**config.mk**
```make
export PLATFORM = sky130hd
export DESIGN_NAME = seven_segment_scan_driver
export DESIGN_NICKNAME = d
export VERILOG_FILES = /design/src/design/sssd_pkg.sv /design/src/design/seven_segment_scan_driver.sv
export SDC_FILE = /design/constraint.sdc
export NUM_CORES = 1
export LEC_CHECK = 0
export BUFFER_PORTS_ARGS = -buffer_cell sky130_fd_sc_hd__clkbuf_2
export CORE_ASPECT_RATIO = 0.7
export CORE_MARGIN = 8
export CORE_UTILIZATION = 37
export DETAILED_ROUTE_END_ITERATION = 7
export GPL_TIMING_DRIVEN = 0
export MAX_ROUTING_LAYER = met4
export PLACE_DENSITY = 0.57
export SYNTH_ARGS = -nofsm -noshare
export SYNTH_HDL_FRONTEND = slang
export SYNTH_SLANG_ARGS = --single-unit
```
**constraint.sdc**
```tcl
create_clock -name clk -period 5.89 [get_ports clk]
set_input_delay 0.2945 -clock clk [delete_from_list [all_inputs] [get_ports clk]]
set_output_delay 0.2945 -clock clk [all_outputs]
set_load 0.005 [all_outputs]
```
**src/design/sssd_pkg.sv**
```systemverilog
// Shared types, constants and microcode table of the seven-segment scan driver.
package sssd_pkg;

	localparam int unsigned CFG_IDX_W  = 3;
	localparam int unsigned CFG_DATA_W = 5;
	localparam int unsigned NUM_W      = 16;
	localparam int unsigned BITCNT_W   = 4;
	localparam int unsigned RADIX_W    = 5;
	localparam int unsigned REM_W      = 4;
	localparam int unsigned BYTE_W     = 8;
	localparam int unsigned FRAME_W    = 16;

	localparam logic [CFG_IDX_W-1:0] CFG_RADIX     = 3'd0;
	localparam logic [CFG_IDX_W-1:0] CFG_BLANK     = 3'd1;
	localparam logic [CFG_IDX_W-1:0] CFG_POINT_EN  = 3'd2;
	localparam logic [CFG_IDX_W-1:0] CFG_POINT_POS = 3'd3;
	localparam logic [CFG_IDX_W-1:0] CFG_DIGIT_ON  = 3'd4;
	localparam logic [CFG_IDX_W-1:0] CFG_SEG_ON    = 3'd5;

	localparam logic [RADIX_W-1:0] RADIX_RESET = 5'd10;
	localparam logic [RADIX_W-1:0] RADIX_MIN   = 5'd2;
	localparam logic [RADIX_W-1:0] RADIX_MAX   = 5'd16;

	localparam logic [BITCNT_W-1:0] DIV_LAST_BIT   = 4'd15;
	localparam logic [BITCNT_W-1:0] FRAME_LAST_BIT = 4'd15;
	localparam logic [BYTE_W-1:0]   POINT_MASK     = 8'h80;

	typedef logic [2:0] upc_t;

	typedef enum logic [2:0] {
		OP_WAIT,
		OP_DIV_INIT,
		OP_DIV_STEP,
		OP_STORE,
		OP_NOP,
		OP_EMIT,
		OP_SCAN_ADV
	} uop_t;

	typedef enum logic [2:0] {
		CND_NEXT,
		CND_ALWAYS,
		CND_CNT_NZ,
		CND_DIG_MORE,
		CND_TICK
	} ucond_t;

	typedef struct packed {
		uop_t   op;
		ucond_t cnd;
		upc_t   target;
	} uword_t;

	localparam upc_t PC_WAIT     = 3'd0;
	localparam upc_t PC_DIV_INIT = 3'd1;
	localparam upc_t PC_DIV_STEP = 3'd2;
	localparam upc_t PC_STORE    = 3'd3;
	localparam upc_t PC_NOP      = 3'd4;
	localparam upc_t PC_EMIT     = 3'd5;
	localparam upc_t PC_SCAN_ADV = 3'd6;

	function automatic uword_t ucode_rom(input upc_t pc);
		uword_t w;
		case (pc)
			PC_WAIT:     w = '{op: OP_WAIT,     cnd: CND_TICK,     target: PC_EMIT};
			PC_DIV_INIT: w = '{op: OP_DIV_INIT, cnd: CND_NEXT,     target: PC_WAIT};
			PC_DIV_STEP: w = '{op: OP_DIV_STEP, cnd: CND_CNT_NZ,   target: PC_DIV_STEP};
			PC_STORE:    w = '{op: OP_STORE,    cnd: CND_DIG_MORE, target: PC_DIV_INIT};
			PC_NOP:      w = '{op: OP_NOP,      cnd: CND_ALWAYS,   target: PC_WAIT};
			PC_EMIT:     w = '{op: OP_EMIT,     cnd: CND_CNT_NZ,   target: PC_EMIT};
			PC_SCAN_ADV: w = '{op: OP_SCAN_ADV, cnd: CND_ALWAYS,   target: PC_WAIT};
			default:     w = '{op: OP_NOP,      cnd: CND_ALWAYS,   target: PC_WAIT};
		endcase
		return w;
	endfunction

	// Hex font: bit 0 is segment a, bit 6 is segment g.
	function automatic logic [BYTE_W-1:0] hex_font(input logic [REM_W-1:0] d);
		logic [BYTE_W-1:0] m;
		unique case (d)
			4'h0: m = 8'h3F;
			4'h1: m = 8'h06;
			4'h2: m = 8'h5B;
			4'h3: m = 8'h4F;
			4'h4: m = 8'h66;
			4'h5: m = 8'h6D;
			4'h6: m = 8'h7D;
			4'h7: m = 8'h07;
			4'h8: m = 8'h7F;
			4'h9: m = 8'h6F;
			4'hA: m = 8'h77;
			4'hB: m = 8'h7C;
			4'hC: m = 8'h39;
			4'hD: m = 8'h5E;
			4'hE: m = 8'h79;
			4'hF: m = 8'h71;
		endcase
		return m;
	endfunction

endpackage

```
**src/design/seven_segment_scan_driver.sv**
```systemverilog
// Seven-segment scan driver: microcoded sequencer, radix divider and serial frame shifter.
// Refresh tick: once accepted, 16 serial bits leave one per cycle (a stalled output holds the
// shifter), then the scan position advances. Load: per digit, set-up, 16 steps of the
// one-bit-per-cycle restoring divider and a store; a load gives no serial bits.
// Reset (arst_n low, asynchronous): registers to defaults, digit 0 shows zero, scan at 0.
module seven_segment_scan_driver #(
	parameter int unsigned DIGIT_COUNT = 4
) (
	input  logic                            clk,
	input  logic                            arst_n,
	input  logic                            s_tvalid,
	output logic                            s_tready,
	input  logic [15:0]                     s_tdata,   // [15:0] number
	input  logic                            s_tuser,   // [0] func
	output logic                            m_tvalid,
	input  logic                            m_tready,
	output logic [7:0]                      m_tdata,   // [0] ser_level, [7:1] zero
	output logic                            m_tlast,
	input  logic                            cfg_valid,
	output logic                            cfg_ready,
	input  logic [sssd_pkg::CFG_IDX_W-1:0]  cfg_index,
	input  logic [sssd_pkg::CFG_DATA_W-1:0] cfg_data
);
	import sssd_pkg::*;

	localparam int unsigned PW = (DIGIT_COUNT > 1) ? $clog2(DIGIT_COUNT) : 1;
	localparam int unsigned CW = (PW > 2) ? PW : 2;
	localparam logic [PW-1:0] LAST_DIG = PW'(DIGIT_COUNT - 1);

	// configuration
	logic [RADIX_W-1:0] radix_q;
	logic               blank_q;
	logic               point_en_q;
	logic [1:0]         point_pos_q;
	logic               digit_on_q;
	logic               seg_on_q;

	// sequencer and datapath
	upc_t               pc_q;
	upc_t               pc_d;
	uword_t             uw;
	logic [BITCNT_W-1:0] cnt_q;
	logic [PW-1:0]      dig_q;
	logic [PW-1:0]      scan_q;
	logic [NUM_W-1:0]   val_q;
	logic [REM_W-1:0]   rem_q;
	logic [FRAME_W-1:0] frame_q;
	logic [BYTE_W-1:0]  masks_q [DIGIT_COUNT];
	logic               m_tvalid_q;
	logic               ser_q;
	logic               last_q;

	logic               in_acc;
	logic               slot_free;
	logic               emit;
	logic               stall;
	logic               taken;
	logic [RADIX_W-1:0] base;
	logic [RADIX_W-1:0] trial;
	logic [RADIX_W-1:0] diff;
	logic               ge;
	logic [1:0]         thresh;
	logic               blank_dig;
	logic               point_hit;
	logic [BYTE_W-1:0]  new_mask;
	logic [PW-1:0]      sp;
	logic [BYTE_W-1:0]  sel_byte;
	logic [BYTE_W-1:0]  seg_byte;

	assign uw        = ucode_rom(pc_q);
	assign s_tready  = (uw.op == OP_WAIT);
	assign in_acc    = s_tvalid && s_tready;
	assign slot_free = !m_tvalid_q || m_tready;
	assign emit      = (uw.op == OP_EMIT) && slot_free;
	assign stall     = ((uw.op == OP_WAIT) && !in_acc) || ((uw.op == OP_EMIT) && !slot_free);
	assign cfg_ready = 1'b1;
	assign m_tvalid  = m_tvalid_q;
	assign m_tdata   = {7'b0, ser_q};
	assign m_tlast   = last_q;

	always_comb begin
		unique case (uw.cnd)
			CND_NEXT:     taken = 1'b0;
			CND_ALWAYS:   taken = 1'b1;
			CND_CNT_NZ:   taken = (cnt_q != '0);
			CND_DIG_MORE: taken = (dig_q != LAST_DIG);
			CND_TICK:     taken = s_tuser;
			default:      taken = 1'b0;
		endcase
		if (stall) begin
			pc_d = pc_q;
		end else if (taken) begin
			pc_d = uw.target;
		end else begin
			pc_d = upc_t'(pc_q + 3'd1);
		end
	end

	// restoring division, one quotient bit per step; remainder stays below the base
	always_comb begin
		if (radix_q < RADIX_MIN) begin
			base = RADIX_MIN;
		end else if (radix_q > RADIX_MAX) begin
			base = RADIX_MAX;
		end else begin
			base = radix_q;
		end
		trial = {rem_q, val_q[NUM_W-1]};
		ge    = (trial >= base);
		diff  = trial - base;
	end

	always_comb begin
		thresh    = point_en_q ? point_pos_q : 2'd0;
		blank_dig = blank_q && (CW'(dig_q) > CW'(thresh)) && (val_q == '0) && (rem_q == '0);
		point_hit = point_en_q && (CW'(dig_q) == CW'(point_pos_q));
		new_mask  = blank_dig ? '0 : (hex_font(rem_q) | (point_hit ? POINT_MASK : '0));
	end

	always_comb begin
		sp       = (32'(scan_q) >= DIGIT_COUNT) ? '0 : scan_q;
		sel_byte = (BYTE_W'(1) << sp) ~^ {BYTE_W{digit_on_q}};
		seg_byte = masks_q[sp] ~^ {BYTE_W{seg_on_q}};
	end

	always_ff @(posedge clk or negedge arst_n) begin
		if (!arst_n) begin
			radix_q     <= RADIX_RESET;
			blank_q     <= 1'b1;
			point_en_q  <= 1'b0;
			point_pos_q <= 2'd0;
			digit_on_q  <= 1'b0;
			seg_on_q    <= 1'b1;
		end else if (cfg_valid && cfg_ready) begin
			unique case (cfg_index)
				CFG_RADIX:     radix_q     <= cfg_data[RADIX_W-1:0];
				CFG_BLANK:     blank_q     <= cfg_data[0];
				CFG_POINT_EN:  point_en_q  <= cfg_data[0];
				CFG_POINT_POS: point_pos_q <= cfg_data[1:0];
				CFG_DIGIT_ON:  digit_on_q  <= cfg_data[0];
				CFG_SEG_ON:    seg_on_q    <= cfg_data[0];
				default: ;
			endcase
		end
	end

	always_ff @(posedge clk or negedge arst_n) begin
		if (!arst_n) begin
			pc_q       <= PC_WAIT;
			cnt_q      <= '0;
			dig_q      <= '0;
			scan_q     <= '0;
			m_tvalid_q <= 1'b0;
			for (int i = 0; i < DIGIT_COUNT; i++) begin
				masks_q[i] <= (i == 0) ? hex_font(4'h0) : '0;
			end
		end else begin
			pc_q <= pc_d;
			if (emit) begin
				m_tvalid_q <= 1'b1;
			end else if (m_tready) begin
				m_tvalid_q <= 1'b0;
			end
			unique case (uw.op)
				OP_WAIT: begin
					if (in_acc) begin
						dig_q <= '0;
						cnt_q <= FRAME_LAST_BIT;
					end
				end
				OP_DIV_INIT: cnt_q <= DIV_LAST_BIT;
				OP_DIV_STEP: cnt_q <= cnt_q - 1'b1;
				OP_STORE: begin
					masks_q[dig_q] <= new_mask;
					dig_q          <= PW'(dig_q + 1'b1);
				end
				OP_EMIT: begin
					if (slot_free) begin
						cnt_q <= cnt_q - 1'b1;
					end
				end
				OP_SCAN_ADV: scan_q <= (sp == LAST_DIG) ? '0 : PW'(sp + 1'b1);
				default: ;
			endcase
		end
	end

	always_ff @(posedge clk) begin
		unique case (uw.op)
			OP_WAIT: begin
				if (in_acc) begin
					val_q   <= s_tdata;
					frame_q <= {sel_byte, seg_byte};
				end
			end
			OP_DIV_INIT: rem_q <= '0;
			OP_DIV_STEP: begin
				rem_q <= ge ? diff[REM_W-1:0] : trial[REM_W-1:0];
				val_q <= {val_q[NUM_W-2:0], ge};
			end
			OP_EMIT: begin
				// shift the frame out most significant bit first
				if (slot_free) begin
					ser_q   <= frame_q[FRAME_W-1];
					last_q  <= (cnt_q == '0);
					frame_q <= {frame_q[FRAME_W-2:0], 1'b0};
				end
			end
			default: ;
		endcase
	end

endmodule

```
# After elaboration in Yosys (flattened, before gate mapping)
# Memory sizes are Yosys's and may differ from the RTL's. A register that Yosys moved wholly into a read port is not among the register bits.
# Index checks and enable logic that the tools add are counted.
[totals]
n_memories = 1
ram_bits = 0
output_inout_bits = 12
latch_bits = 0
in_bits = 30
reg_bits = 93
romBits = 112
wordCells = 131
[classes]
mux = 30
bitwise_logic = 5
eq_ne = 24
shifts = 1
magnitude_cmp = 7
div = 0
reduce_logical = 38
multipliers = 0
addsub = 5
[mem_list]
columns = ["memory", "depth", "width", "rd", "rd_ports_with_merged_regs", "wr", "line_no", "rtl"]
rows = [
  ["(name not given)", 16, 7, 1, 1, 0, "sssd_pkg.sv:80", "unique case (d)"],
]
[ops]
columns = ["operator", "n"]
rows = [
  ["$pmux W16 S2", 2],
  ["$pmux W9 S6", 1],
  ["$mux W16", 3],
  ["$mux W8", 5],
  ["$bwmux W32", 1],
  ["$eq A3 B2 Y1 const B", 8],
  ["$eq A3 B3 Y1 const B", 7],
  ["$reduce_and A2 Y1", 9],
  ["$bmux W8 S2", 1],
  ["$demux W8 S2", 1],
  ["$logic_not A16 Y1", 1],
  ["$mux W4", 4],
  ["$pmux W4 S4", 1],
  ["$xnor A8 B8 Y8", 2],
  ["$eq A3 B1 Y1 const B", 4],
  ["$mux W5", 2],
  ["$reduce_bool A2 Y1", 5],
  ["$logic_and A1 B1 Y1", 9],
  ["$logic_not A3 Y1", 3],
  ["$logic_not A4 Y1", 2],
  ["$or A8 B8 Y8", 1],
  ["$pmux W4 S2", 1],
  ["$reduce_bool A4 Y1", 2],
  ["$shl A1 B2 Y8 const A", 1],
  ["23 further kinds", 34],
]

# Longest topological paths before layout
[depth]
ltp_word = 7
ltp_mapped = 14
mapped_depth_nobuf = 13

# Least setup slack after synthesis
# OpenSTA, ideal clock, no wires.
[synth_timing]
kind = "register to register"
start = "reg radix_q[3]"
end = "reg with a tool-made name"
path_slack_ns = 2.966
setup_time_ns = 0.083
path_buffers = 0
period_less_slack_ns = 2.924
path_stages_with_launch = 13
t_arrival_ns = 2.842
required_time_ns = 5.807
path_cell_list = "dfstp_2 nor2_1 o21ai_0 ha_1 and4_1 a21o_1 nor2_1 o31ai_1 a21oi_1 inv_1 ha_1 or3_1 o221ai_1"
[synth_lines]
columns = ["element", "line_no", "rtl"]
rows = [
  ["from (decl)", "seven_segment_scan_driver.sv:31", "logic [RADIX_W-1:0] radix_q;"],
  ["from (signal assigned)", "seven_segment_scan_driver.sv:136", "CFG_RADIX: radix_q <= cfg_data[RADIX_W-1:0];"],
]

==> impl_metrics.tcl <==
set metrics [dict create \
    status "finished clean" \
    diodes 0 \
    period_minus_slack_ns 3.427 \
    clock_skew_ns 0.008736 \
    drv_slew 0 \
    rsz0062_at_grt "no" \
    cts_max_path_buffers 2 \
    die_x_um 159.0 \
    track_usage_pct 13.54 \
    hold_viol_final 0 \
    critPathSlowestCell "dfstp_2" \
    routedWlPerCell_um 15.10 \
    overflow 0 \
    vias 3726 \
    hold_path.class "in -> async" \
    end_kind "flip-flop" \
    clock.fmax_ghz 0.2918 \
    synthTopCellsByCount "118 x nand2_1, 55 x o21ai_0, 45 x dfrtp_1" \
    synthFlopType "dfrtp_1" \
    drt-initial-drc-count 230 \
    cp.required_ns 6.14 \
    ys_top_cells_by_area "edfxtp_1 22%, dfrtp_1 21%, nand2_1 8.4%" \
    p_leak_nw 2.687 \
    met1_length_mm 6.054 \
    critPathBufInv 1 \
    cts_hold_buf 0 \
    via_per_inst 4.955 \
    cts_max_level 3 \
    final_antenna_net_count 0 \
    fillers 1344 \
    tightest_slew_ns 1.089 \
    ys_seq_elements 100 \
    path_clk_slew_ns 0.07 \
    cts_tree "built" \
    layout.nets 616 \
    die_area_sq_mm 0.01845 \
    dpl.hpwl_mm 8.605 \
    top_layer "met4" \
    grt_pass1_wl_mm 19.51 \
    numCtsBuffers 9 \
    power_mw 3.372 \
    wl_mm 11.36 \
    drive_above_1_share_pct 19.75 \
    critPathArrivalTime_ns 3.68 \
    grt_max_degree 56 \
    worstPathCellList "nor2_1 -> o21ai_0 -> ha_1 -> and4_1 -> a21o_1 -> nor2_1 -> o31ai_1 -> a21oi_1 -> inv_1 -> ha_1 -> mux2_2 -> a22oi_1" \
    grt_pass1_vias 3838 \
    powerDensity_mw_per_mm2 556.1 \
    setup_viol 0 \
    critPathKind "reg -> reg" \
    yosysUniqueCellTypes 57 \
    path_max_fanout 5 \
    cpPeakStageDelay_ns 0.56 \
    post_dp_cell_area_sq_mm 0.005732 \
    clkLatencyLatePin_ns 0.34 \
    place_ws_ns 2.464 \
    synthArstFlopShare_pct 55.00 \
    drc_errors 0 \
    dr.pass1.iters 4 \
    coreArea_sq_mm 0.01396 \
    area_growth_pct 14.56 \
    numClockSinks 100 \
    ios 42 \
    critPathLaunchType "flip-flop" \
    min_period_over_period_pct 58.18 \
    start_util_pct 37.90 \
    synth_top_area_cell "edfxtp_1" \
    path_delay_family "compound AO/OA/AOI/OAI gates" \
    peakVddDrop_v 0.0002010 \
    dieHeight_um 116.1 \
    netlist_area_sq_mm 0.005293 \
    cap_violations 0 \
    yosysWarningCount 0 \
    routed-wl-met3_um 414 \
    synth_edf_count 38 \
    antenna_found_initial 0 \
    gp_congestion 0.8865 \
    postCtsSetupBuffers 0 \
    cts.repair.resized 0 \
    yosysSeqAreaShare_pct 50.45 \
    root_buffer "clkbuf_16" \
    synthCells 506 \
    final_area_sq_mm 0.006063 \
    setup-tns-final_ns 0 \
    worst_slack_ns 2.463 \
    route.met2.wl_mm 4.849 \
    syn_avg_cell_area_sq_um 10.46 \
    io_buffers 33 \
    synth_most_common_cell "nand2_1" \
    synth_top_area_share_pct 21.56 \
    slew_headroom_pct 26.41 \
    floorplan.rows 36 \
]
==> sequential cells by signal, summed over array words and instances (netlist names), named ones only <==
signal and cells:
blank_q 1, cnt_q 4, dig_q 2, digit_on_q 1, frame_q 16, m_tlast 1
m_tvalid 1, masks_q 32, pc_q 3, point_en_q 1, point_pos_q 2, radix_q 5
rem_q 4, scan_q 2, seg_on_q 1, ser_q 1, val_q 16
==> worst register-to-register path, stage by stage (launching register included) <==
cell,delay [ns]
dfstp_2,0.56
nor2_1,0.05
o21ai_0,0.29
ha_1,0.32
and4_1,0.21
a21o_1,0.22
nor2_1,0.23
o31ai_1,0.15
a21oi_1,0.39
inv_1,0.18
ha_1,0.28
mux2_2,0.27
a22oi_1,0.19
==> final cells by class <==
class	instances	area, sq um	share of cell area [%]
flip-flops and latches	100	2670	44.04
clock inverters	6	92.59	1.527
repair buffers	34	178.9	2.951
well taps	190	237.7	3.921
inverters	20	75.07	1.238
clock buffers	10	239.0	3.941
multi-input cells	361	2410	39.74
plain buffers	31	160.2	2.641
==> through the flow <==
stage	hold slack (ns)	instances	util, %
final	0.06346	752	43.42
after global placement	0.4081	735	40.95
after global routing	0.1182	752	43.42
after floorplan	-0.001091	512	-
after detailed placement	0.4168	736	41.05
after CTS	0.09218	752	43.42
==> layout by cell type, fill, tap and decap left out, drive strengths merged, types with 3 or more instances in the layout <==
cell type	instances
o21ai	56
dfrtp	45
nand3	8
a211oi	3
buf	19
dfxtp	7
nor4b	3
a21oi	12
mux2	18
clkbuf	56
dfstp	10
nor2b	6
mux2i	6
a22oi	3
nor3	4
xnor2	4
conb	8
ha	28
inv	23
a21o	7
mux4	8
nand2	118
nor2	15
edfxtp	38
xor2	14
nor4	3
==> power breakdown <==
group / total [mW] / internal [mW] / switching, mW
Combinational: 1.48 / 0.611 / 0.864
Clock: 0.648 / 0.388 / 0.260
Sequential: 1.25 / 1.09 / 0.157
Total: 3.37 / 2.09 / 1.28
==> cell families after synthesis <==
kind of cell / share of synthesized area, %
AO/OA/AOI/OAI: 11.11
XOR/XNOR: 2.979
adder cells (fa/ha/maj): 6.998
buffers and inverters: 4.444
flip-flops: 50.45
multiplexers: 8.369
other: 0.1419
AND/OR/NAND/NOR: 15.51
==> routing by layer <==
metal | vias up | track usage [%]
met4 | 0 | 2.880
met3 | 2 | 3.158
met1 | 1799 | 18.78
met2 | 67 | 19.84
li1 | 1858 | -
met5 | - | -
==> path summary, 6_finish.rpt <==
check | startpoint | end | slack [ns] | cells past startpoint
setup / recovery | radix_q[3]$_DFFE_PN1P_ | flip-flop | 2.46 | 12
hold reg to reg | frame_q[15]$_DFFE_PP_ | ser_q$_DFFE_PP_ | 0.43 | 0
min in group clk | cfg_data[4] | radix_q[4]$_DFFE_PN0P_ | 0.17 | 3
max in group asynchronous | arst_n | masks_q[14]$_DFFE_PN0P_ | 5.30 | 1
setup reg to reg | radix_q[3]$_DFFE_PN1P_ | flip-flop | 2.46 | 12
hold / removal | arst_n | radix_q[0]$_DFFE_PN0P_ | 0.06 | 1
(Power assumes the default switching activity.)
